===== config.mk =====
export PLATFORM = sky130hd
export DESIGN_NAME = epoch_seconds_to_civil_date_top
export DESIGN_NICKNAME = d
export VERILOG_FILES = /design/src/rtl/core/edt_pkg.sv /design/src/rtl/core/edt_ucode_rom.sv /design/src/rtl/core/edt_seq.sv /design/src/rtl/core/edt_datapath.sv /design/src/rtl/core/epoch_seconds_to_civil_date_top.sv
export SDC_FILE = /design/constraint.sdc
export NUM_CORES = 2
export LEC_CHECK = 0
export BUFFER_PORTS_ARGS = -buffer_cell sky130_fd_sc_hd__buf_2
export CAP_MARGIN = 20
export CORE_UTILIZATION = 32
export CTS_BUF_LIST = sky130_fd_sc_hd__clkbuf_8
export DETAILED_ROUTE_END_ITERATION = 8
export PLACE_DENSITY = 0.54
export SLEW_MARGIN = 10
export SYNTH_ARGS = -nofsm -noshare
export SYNTH_HDL_FRONTEND = slang
export SYNTH_SLANG_ARGS = --single-unit
export TNS_END_PERCENT = 30

===== constraint.sdc =====
create_clock -name clk -period 9.75 [get_ports clk]
set_input_delay 0.4875 -clock clk [delete_from_list [all_inputs] [get_ports clk]]
set_output_delay 0.4875 -clock clk [all_outputs]
set_load 0.01 [all_outputs]

===== src/rtl/core/edt_pkg.sv =====
package edt_pkg;

  localparam int SECS_W      = 32;
  localparam int OFS_W       = 17;
  localparam int PROD_W      = 2 * SECS_W;
  localparam int PC_W        = 4;
  localparam int DAYS_W      = 16;

  localparam logic [5:0]        DIV_MIN     = 6'd60;
  localparam logic [5:0]        DIV_HR      = 6'd24;
  localparam logic [SECS_W-1:0] RECIP_MIN   = 32'h8888_8889;
  localparam logic [SECS_W-1:0] RECIP_HR    = 32'hAAAA_AAAB;
  localparam int                SHIFT_MIN   = 37;
  localparam int                SHIFT_HR    = 36;
  localparam logic [11:0]       EPOCH_YEAR  = 12'd1970;
  localparam logic [1:0]        MOD4_INIT   = 2'd2;
  localparam logic [6:0]        MOD100_INIT = 7'd70;
  localparam logic [8:0]        MOD400_INIT = 9'd370;
  localparam logic [6:0]        MOD100_LAST = 7'd99;
  localparam logic [8:0]        MOD400_LAST = 9'd399;
  localparam logic [8:0]        DAYS_LEAP   = 9'd366;
  localparam logic [8:0]        DAYS_NORM   = 9'd365;
  localparam logic [4:0]        FEB_LEAP    = 5'd29;
  localparam logic [3:0]        MONTH_JAN   = 4'd1;
  localparam logic [3:0]        MONTH_FEB   = 4'd2;
  localparam logic [3:0]        MONTH_DEC   = 4'd12;

  typedef logic [PC_W-1:0] pc_t;

  localparam pc_t PC_IDLE = '0;

  typedef enum logic [2:0] {
    OP_IDLE,
    OP_MUL,
    OP_REM,
    OP_YEAR,
    OP_MONTH,
    OP_EMIT
  } op_t;

  typedef enum logic [2:0] {
    C_WAIT,
    C_NEXT,
    C_YEAR,
    C_MONTH,
    C_ALWAYS
  } cond_t;

  typedef enum logic [1:0] {
    DST_SEC,
    DST_MIN,
    DST_HR
  } dst_t;

  typedef struct packed {
    op_t        op;
    cond_t      cond;
    dst_t       dst;
    logic [5:0] divisor;
    pc_t        target;
  } ucode_t;

  typedef struct packed {
    op_t        op;
    dst_t       dst;
    logic [5:0] divisor;
    logic       load;
  } ctrl_t;

  typedef struct packed {
    logic year_over;
    logic month_over;
  } stat_t;

  function automatic logic [4:0] month_len(input logic [3:0] m);
    logic [4:0] len;
    case (m)
      4'd2:                      len = 5'd28;
      4'd4, 4'd6, 4'd9, 4'd11:   len = 5'd30;
      default:                   len = 5'd31;
    endcase
    return len;
  endfunction

endpackage


===== src/rtl/core/edt_ucode_rom.sv =====
module edt_ucode_rom
  import edt_pkg::*;
(
  input  pc_t    pc,
  output ucode_t word
);

  always_comb begin
    case (pc)
      4'd0:    word = '{op: OP_IDLE,  cond: C_WAIT,   dst: DST_SEC, divisor: DIV_MIN,
                        target: 4'd0};
      4'd1:    word = '{op: OP_MUL,   cond: C_NEXT,   dst: DST_SEC, divisor: DIV_MIN,
                        target: 4'd0};
      4'd2:    word = '{op: OP_REM,   cond: C_NEXT,   dst: DST_SEC, divisor: DIV_MIN,
                        target: 4'd0};
      4'd3:    word = '{op: OP_MUL,   cond: C_NEXT,   dst: DST_MIN, divisor: DIV_MIN,
                        target: 4'd0};
      4'd4:    word = '{op: OP_REM,   cond: C_NEXT,   dst: DST_MIN, divisor: DIV_MIN,
                        target: 4'd0};
      4'd5:    word = '{op: OP_MUL,   cond: C_NEXT,   dst: DST_HR,  divisor: DIV_HR,
                        target: 4'd0};
      4'd6:    word = '{op: OP_REM,   cond: C_NEXT,   dst: DST_HR,  divisor: DIV_HR,
                        target: 4'd0};
      4'd7:    word = '{op: OP_YEAR,  cond: C_YEAR,   dst: DST_SEC, divisor: DIV_MIN,
                        target: 4'd7};
      4'd8:    word = '{op: OP_MONTH, cond: C_MONTH,  dst: DST_SEC, divisor: DIV_MIN,
                        target: 4'd8};
      4'd9:    word = '{op: OP_EMIT,  cond: C_ALWAYS, dst: DST_SEC, divisor: DIV_MIN,
                        target: 4'd0};
      default: word = '{op: OP_IDLE,  cond: C_ALWAYS, dst: DST_SEC, divisor: DIV_MIN,
                        target: 4'd0};
    endcase
  end

endmodule


===== src/rtl/core/edt_seq.sv =====
module edt_seq
  import edt_pkg::*;
(
  input  logic   clk,
  input  logic   rst,
  input  logic   start,
  input  stat_t  stat,
  output ctrl_t  ctrl,
  output logic   busy,
  output logic   done
);

  pc_t    pc;
  pc_t    pc_next;
  ucode_t word;
  logic   jump;

  edt_ucode_rom u_rom (
    .pc   (pc),
    .word (word)
  );

  always_comb begin
    case (word.cond)
      C_WAIT:   jump = !start;
      C_NEXT:   jump = 1'b0;
      C_YEAR:   jump = stat.year_over;
      C_MONTH:  jump = stat.month_over;
      C_ALWAYS: jump = 1'b1;
      default:  jump = 1'b0;
    endcase
  end

  assign pc_next = jump ? word.target : pc + pc_t'(1);

  assign ctrl.op      = word.op;
  assign ctrl.dst     = word.dst;
  assign ctrl.divisor = word.divisor;
  assign ctrl.load    = (word.op == OP_IDLE) && start;

  assign busy = (pc != PC_IDLE);

  always_ff @(posedge clk) begin
    if (rst) begin
      pc   <= PC_IDLE;
      done <= 1'b0;
    end else begin
      pc   <= pc_next;
      done <= (word.op == OP_EMIT);
    end
  end

endmodule


===== src/rtl/core/edt_datapath.sv =====
module edt_datapath
  import edt_pkg::*;
(
  input  logic              clk,
  input  ctrl_t             ctrl,
  input  logic [SECS_W-1:0] epoch_seconds,
  input  logic [OFS_W-1:0]  zone_offset,
  output stat_t             stat,
  output logic [11:0]       year,
  output logic [3:0]        month,
  output logic [4:0]        day,
  output logic [4:0]        hour,
  output logic [5:0]        minute,
  output logic [5:0]        second
);

  logic [SECS_W-1:0] num;
  logic [SECS_W-1:0] quot;
  logic [1:0]        mod4;
  logic [6:0]        mod100;
  logic [8:0]        mod400;

  logic [SECS_W-1:0] recip;
  logic [PROD_W-1:0] prod;
  logic [SECS_W-1:0] quot_calc;
  logic [5:0]        qd;
  logic [5:0]        rem;
  logic [SECS_W-1:0] sum;
  logic              leap;
  logic [8:0]        ylen;
  logic [4:0]        mlen;
  logic [DAYS_W-1:0] days;

  assign sum = epoch_seconds + {{(SECS_W-OFS_W){zone_offset[OFS_W-1]}}, zone_offset};

  // division by a constant: reciprocal multiply, remainder on the following step
  assign recip     = (ctrl.divisor == DIV_HR) ? RECIP_HR : RECIP_MIN;
  assign prod      = {{SECS_W{1'b0}}, num} * {{SECS_W{1'b0}}, recip};
  assign quot_calc = (ctrl.divisor == DIV_HR) ? SECS_W'(prod >> SHIFT_HR)
                                              : SECS_W'(prod >> SHIFT_MIN);
  assign qd        = quot[5:0] * ctrl.divisor;
  assign rem       = num[5:0] - qd;

  assign days = num[DAYS_W-1:0];
  assign leap = ((mod4 == 2'd0) && (mod100 != 7'd0)) || (mod400 == 9'd0);
  assign ylen = leap ? DAYS_LEAP : DAYS_NORM;
  assign mlen = (month == MONTH_FEB && leap) ? FEB_LEAP : month_len(month);

  assign stat.year_over  = (days >= {7'd0, ylen});
  assign stat.month_over = (days >= {11'd0, mlen}) && (month < MONTH_DEC);

  always_ff @(posedge clk) begin
    if (ctrl.load) begin
      num    <= sum;
      year   <= EPOCH_YEAR;
      month  <= MONTH_JAN;
      mod4   <= MOD4_INIT;
      mod100 <= MOD100_INIT;
      mod400 <= MOD400_INIT;
    end else begin
      case (ctrl.op)
        OP_MUL: begin
          quot <= quot_calc;
        end
        OP_REM: begin
          num <= quot;
          case (ctrl.dst)
            DST_SEC: second <= rem;
            DST_MIN: minute <= rem;
            DST_HR:  hour   <= rem[4:0];
            default: second <= rem;
          endcase
        end
        OP_YEAR: begin
          if (stat.year_over) begin
            num    <= {{(SECS_W-DAYS_W){1'b0}}, days - {7'd0, ylen}};
            year   <= year + 12'd1;
            mod4   <= mod4 + 2'd1;
            mod100 <= (mod100 == MOD100_LAST) ? 7'd0 : mod100 + 7'd1;
            mod400 <= (mod400 == MOD400_LAST) ? 9'd0 : mod400 + 9'd1;
          end
        end
        OP_MONTH: begin
          if (stat.month_over) begin
            num   <= {{(SECS_W-DAYS_W){1'b0}}, days - {11'd0, mlen}};
            month <= month + 4'd1;
          end
        end
        default: begin
        end
      endcase
    end
  end

  assign day = num[4:0] + 5'd1;

endmodule


===== src/rtl/core/epoch_seconds_to_civil_date_top.sv =====
// channel  direction  handshake                 payload
// input    in         start & !busy             epoch_seconds[31:0]
// result   out        done (one cycle)          year, month, day, hour, minute, second
// config   in         psel & penable & pwrite   zone_offset at byte address 0
//
// after the accept edge the sequencer runs the three divisions, each a reciprocal
// multiply step and a remainder step, then the year loop over Y years past 1970
// (0..136) and the month loop over M whole months (0..11), then raises done.
// the year and month loops step one year or one month per cycle of the sequencer.
// busy is high from the accept edge until done; a new item can start in the done cycle.
// rst is synchronous and clears the sequencer and zone_offset; results cannot be stalled.
module epoch_seconds_to_civil_date_top
  import edt_pkg::*;
(
  input  logic        clk,
  input  logic        rst,
  input  logic        start,
  input  logic [31:0] epoch_seconds,
  output logic        busy,
  output logic        done,
  output logic [11:0] year,
  output logic [3:0]  month,
  output logic [4:0]  day,
  output logic [4:0]  hour,
  output logic [5:0]  minute,
  output logic [5:0]  second,
  input  logic        psel,
  input  logic        penable,
  input  logic        pwrite,
  input  logic [2:0]  paddr,
  input  logic [31:0] pwdata,
  output logic [31:0] prdata,
  output logic        pready
);

  logic [OFS_W-1:0] zone_offset;
  ctrl_t            ctrl;
  stat_t            stat;

  assign pready = 1'b1;
  assign prdata = (paddr[2] == 1'b0) ? {{(32-OFS_W){zone_offset[OFS_W-1]}}, zone_offset}
                                     : 32'd0;

  always_ff @(posedge clk) begin
    if (rst) begin
      zone_offset <= '0;
    end else if (psel && penable && pwrite && pready && (paddr[2] == 1'b0)) begin
      zone_offset <= pwdata[OFS_W-1:0];
    end
  end

  edt_seq u_seq (
    .clk   (clk),
    .rst   (rst),
    .start (start),
    .stat  (stat),
    .ctrl  (ctrl),
    .busy  (busy),
    .done  (done)
  );

  edt_datapath u_dp (
    .clk           (clk),
    .ctrl          (ctrl),
    .epoch_seconds (epoch_seconds),
    .zone_offset   (zone_offset),
    .stat          (stat),
    .year          (year),
    .month         (month),
    .day           (day),
    .hour          (hour),
    .minute        (minute),
    .second        (second)
  );

endmodule


==> results.json <==
{
  "outcome": "complete, no violations",
  "tightestPinTransition_ns": 1.11,
  "seq_area_frac_synth": 0.135,
  "drtIter0Drc": 1363,
  "maxCapViolCount": 0,
  "critical_path.top_delay_family": "adder cells",
  "finalSetupTns_ns": 0,
  "htreeDepth": 4,
  "yosysMostFrequentCell": "inv_1",
  "fin_crit_sh": 0.925,
  "rows": 106,
  "grt_overflow_total": 0,
  "fmax_ghz": 0.111,
  "hp-class": "in2reg",
  "postSynthRegisterBits": 144,
  "clockRootBuffer": "clkbuf_8",
  "synthTopCellsByCount": "inv_1 (711), ha_1 (429), fa_1 (391)",
  "synth_edf_count": 77,
  "drive_above_1_share": 0.0806,
  "postRouteAntennaNets": 0,
  "numCtsBuffers": 17,
  "startpoint_type": "flip-flop",
  "initial_core_util": 0.324,
  "ys_types": 77,
  "cp_common_cell": "fa_1",
  "grtUsageTotal": 0.194,
  "wl_um": 81500,
  "min_period_ns": 9.02,
  "fp.dieH_um": 293,
  "area_growth_pct": 8.98,
  "gp_congestion": 0.963,
  "clk_latency_ns": 0.49,
  "wl_per_cell_um": 19.3,
  "cts_sinks": 144,
  "cp.required_ns": 9.99,
  "grt_max_degree": 61,
  "synthesis.nets": 3870,
  "nets": 3970,
  "fin_cells": 4224,
  "slew_headroom": 0.258,
  "yosysWarnings": 0,
  "postSynthCellCount": 2977,
  "cts_hold_buf": 0,
  "dp.cells": 4191,
  "route.detailed.drc": 0,
  "cpPeakStageDelay_ns": 0.75,
  "cts_tree": "yes",
  "rsz0062_at_grt": "no",
  "crit_path_end_kind": "flip-flop",
  "clk_pin_slew_ns": 0.09,
  "cts_setup_buffers": 0,
  "coreArea_um2": 83800,
  "dieWidth_um": 293,
  "slew_viol_final": 0,
  "setup_viol": 0,
  "cpMaxStageDelayCell": "nor2b_1",
  "synthDominantAreaCellType": "fa_1",
  "yosys-top-cells-area": "fa_1 (29%), ha_1 (20%), inv_1 (9.8%), edfxtp_1 (8.5%), dfxtp_1 (4.9%)",
  "crit_arrival_ns": 9.25,
  "place_ws_ns": 0.796,
  "port_buffers": 127,
  "async_reset_ff_frac": 0,
  "crit_type": "reg2reg",
  "grt_pass1_wl_um": 126000,
  "grt_pass1_vias": 21000,
  "skew_ns": 0.0196,
  "die_area_um2": 86000,
  "worst_slack_ns": 0.734,
  "pin_count": 146,
  "vias": 20400,
  "via_per_inst": 4.82,
  "cts_max_path_buffers": 2,
  "antenna_cells": 0,
  "synth-main-ff-cell": "edfxtp_1",
  "antenna_found_initial": 3,
  "path_max_fanout": 30,
  "crit_buf_inv": 5,
  "drt_pass1_iterations": 5,
  "synth_area_um2": 27200,
  "dp_hpwl_um": 71500,
  "cts_resized": 0,
  "hold_viol_final": 0,
  "synth_area_per_cell_um2": 9.12,
  "synth_top_area_share": 0.288
}
## worst register-to-register path: cells and delay by family, from the launching register on
kind                     cells  cell delay (ns)
flip-flops                   1             0.37
adder cells (fa/ha/maj)      8             4.07
XOR/XNOR                     1             0.12
AO/OA/AOI/OAI                5             1.79
AND/OR/NAND/NOR              5             1.71
multiplexers                 1             0.28
buffers and inverters        5             0.47
## final cells by class
class	instances	area, µm²
clock buffers	17	234
clock inverters	15	158
fillers	8771	54200
inverters	715	2680
multi-input cells	2026	20400
flip-flops and latches	144	3650
well taps	1134	1420
repair buffers	173	1010
## sequential cells by signal (all words and copies together), names as in the netlist
| name | flops |
|---|---|
| u_dp.num | 32 |
| u_dp.mod400 | 9 |
| u_seq.done | 1 |
| u_dp.mod4 | 2 |
| u_dp.second | 6 |
| zone_offset | 17 |
| u_dp.quot | 28 |
| u_dp.month | 4 |
| u_seq.u_rom.word | 11 |
| u_dp.mod100 | 7 |
| u_dp.hour | 5 |
| u_dp.year | 12 |
| u_dp.minute | 6 |
| u_seq.pc | 4 |
## per-layer routing
layer	routed length [µm]	global-route usage	up-vias
met5	0	0	-
met4	2310	0.0574	0
met3	4340	0.0235	98
met2	37400	0.310	558
met1	37400	0.272	9996
li1	-	-	9713
## final timing paths
check / slack [ns] / to / depth (start not counted) / from
worst min register to register: 0.49 / zone_offset[4]$_SDFFE_PP0P_ / 2 / zone_offset[4]$_SDFFE_PP0P_
worst max register to register: 0.73 / u_dp.quot[24]$_DFFE_PP_ / 25 / u_seq.u_rom.word[9]$_SDFF_PP1_
worst min-delay path: 0.24 / zone_offset[0]$_SDFFE_PP0P_ / 3 / pwdata[0]
worst max-delay path: 0.73 / u_dp.quot[24]$_DFFE_PP_ / 25 / u_seq.u_rom.word[9]$_SDFF_PP1_
## layout by cell type, fill, tap and decap left out, types with 5 or more instances in the layout
master | synthesis | final
or3_1 | 5 | 5
buf_4 | 16 | 44
nor2b_1 | 35 | 35
nor3_1 | 26 | 26
nand3b_1 | 5 | 5
nor2_1 | 158 | 157
edfxtp_1 | 77 | 77
nand4_1 | 29 | 29
buf_2 | 5 | 127
and2_1 | 15 | 15
a21oi_1 | 150 | 150
ha_1 | 429 | 429
or2_2 | 13 | 13
fa_1 | 391 | 391
o21bai_1 | 14 | 14
a2111oi_0 | 5 | 5
a21o_1 | 55 | 55
xor2_1 | 77 | 77
nand3_1 | 45 | 45
o31ai_1 | 9 | 9
o22ai_1 | 7 | 6
and3_1 | 25 | 25
a41oi_1 | 6 | 6
a221oi_1 | 7 | 7
xnor2_1 | 86 | 86
o211ai_1 | 16 | 16
o21ai_0 | 80 | 80
o21a_1 | 11 | 11
nand2b_1 | 8 | 8
clkbuf_8 | 0 | 17
nand4b_1 | 7 | 7
inv_1 | 711 | 712
mux2_2 | 13 | 13
a31oi_1 | 12 | 11
a211oi_1 | 19 | 19
dfxtp_1 | 67 | 66
nand2_1 | 196 | 196
mux2i_1 | 10 | 10
inv_6 | 0 | 5
## through the flow
stage          hold slack, ns  utilization  area, µm²
4_1_cts                 0.183        0.353      29600
3_3_place_gp            0.469        0.348      29200
3_5_place_dp            0.473        0.348      29200
5_1_grt                 0.211        0.353      29600
6_report                0.236        0.353      29600
2_1_floorplan           0.448            -      27200
## kinds of logic after synthesis
family	synth area share
adder cells (fa/ha/maj)	0.486
multiplexers	0.00908
other	0.000138
XOR/XNOR	0.0526
AO/OA/AOI/OAI	0.102
AND/OR/NAND/NOR	0.102
buffers and inverters	0.114
flip-flops	0.135
Power is left out: the tool's default activity adds up to more than one toggle a clock period on the data nets, which glitch-free logic cannot reach.
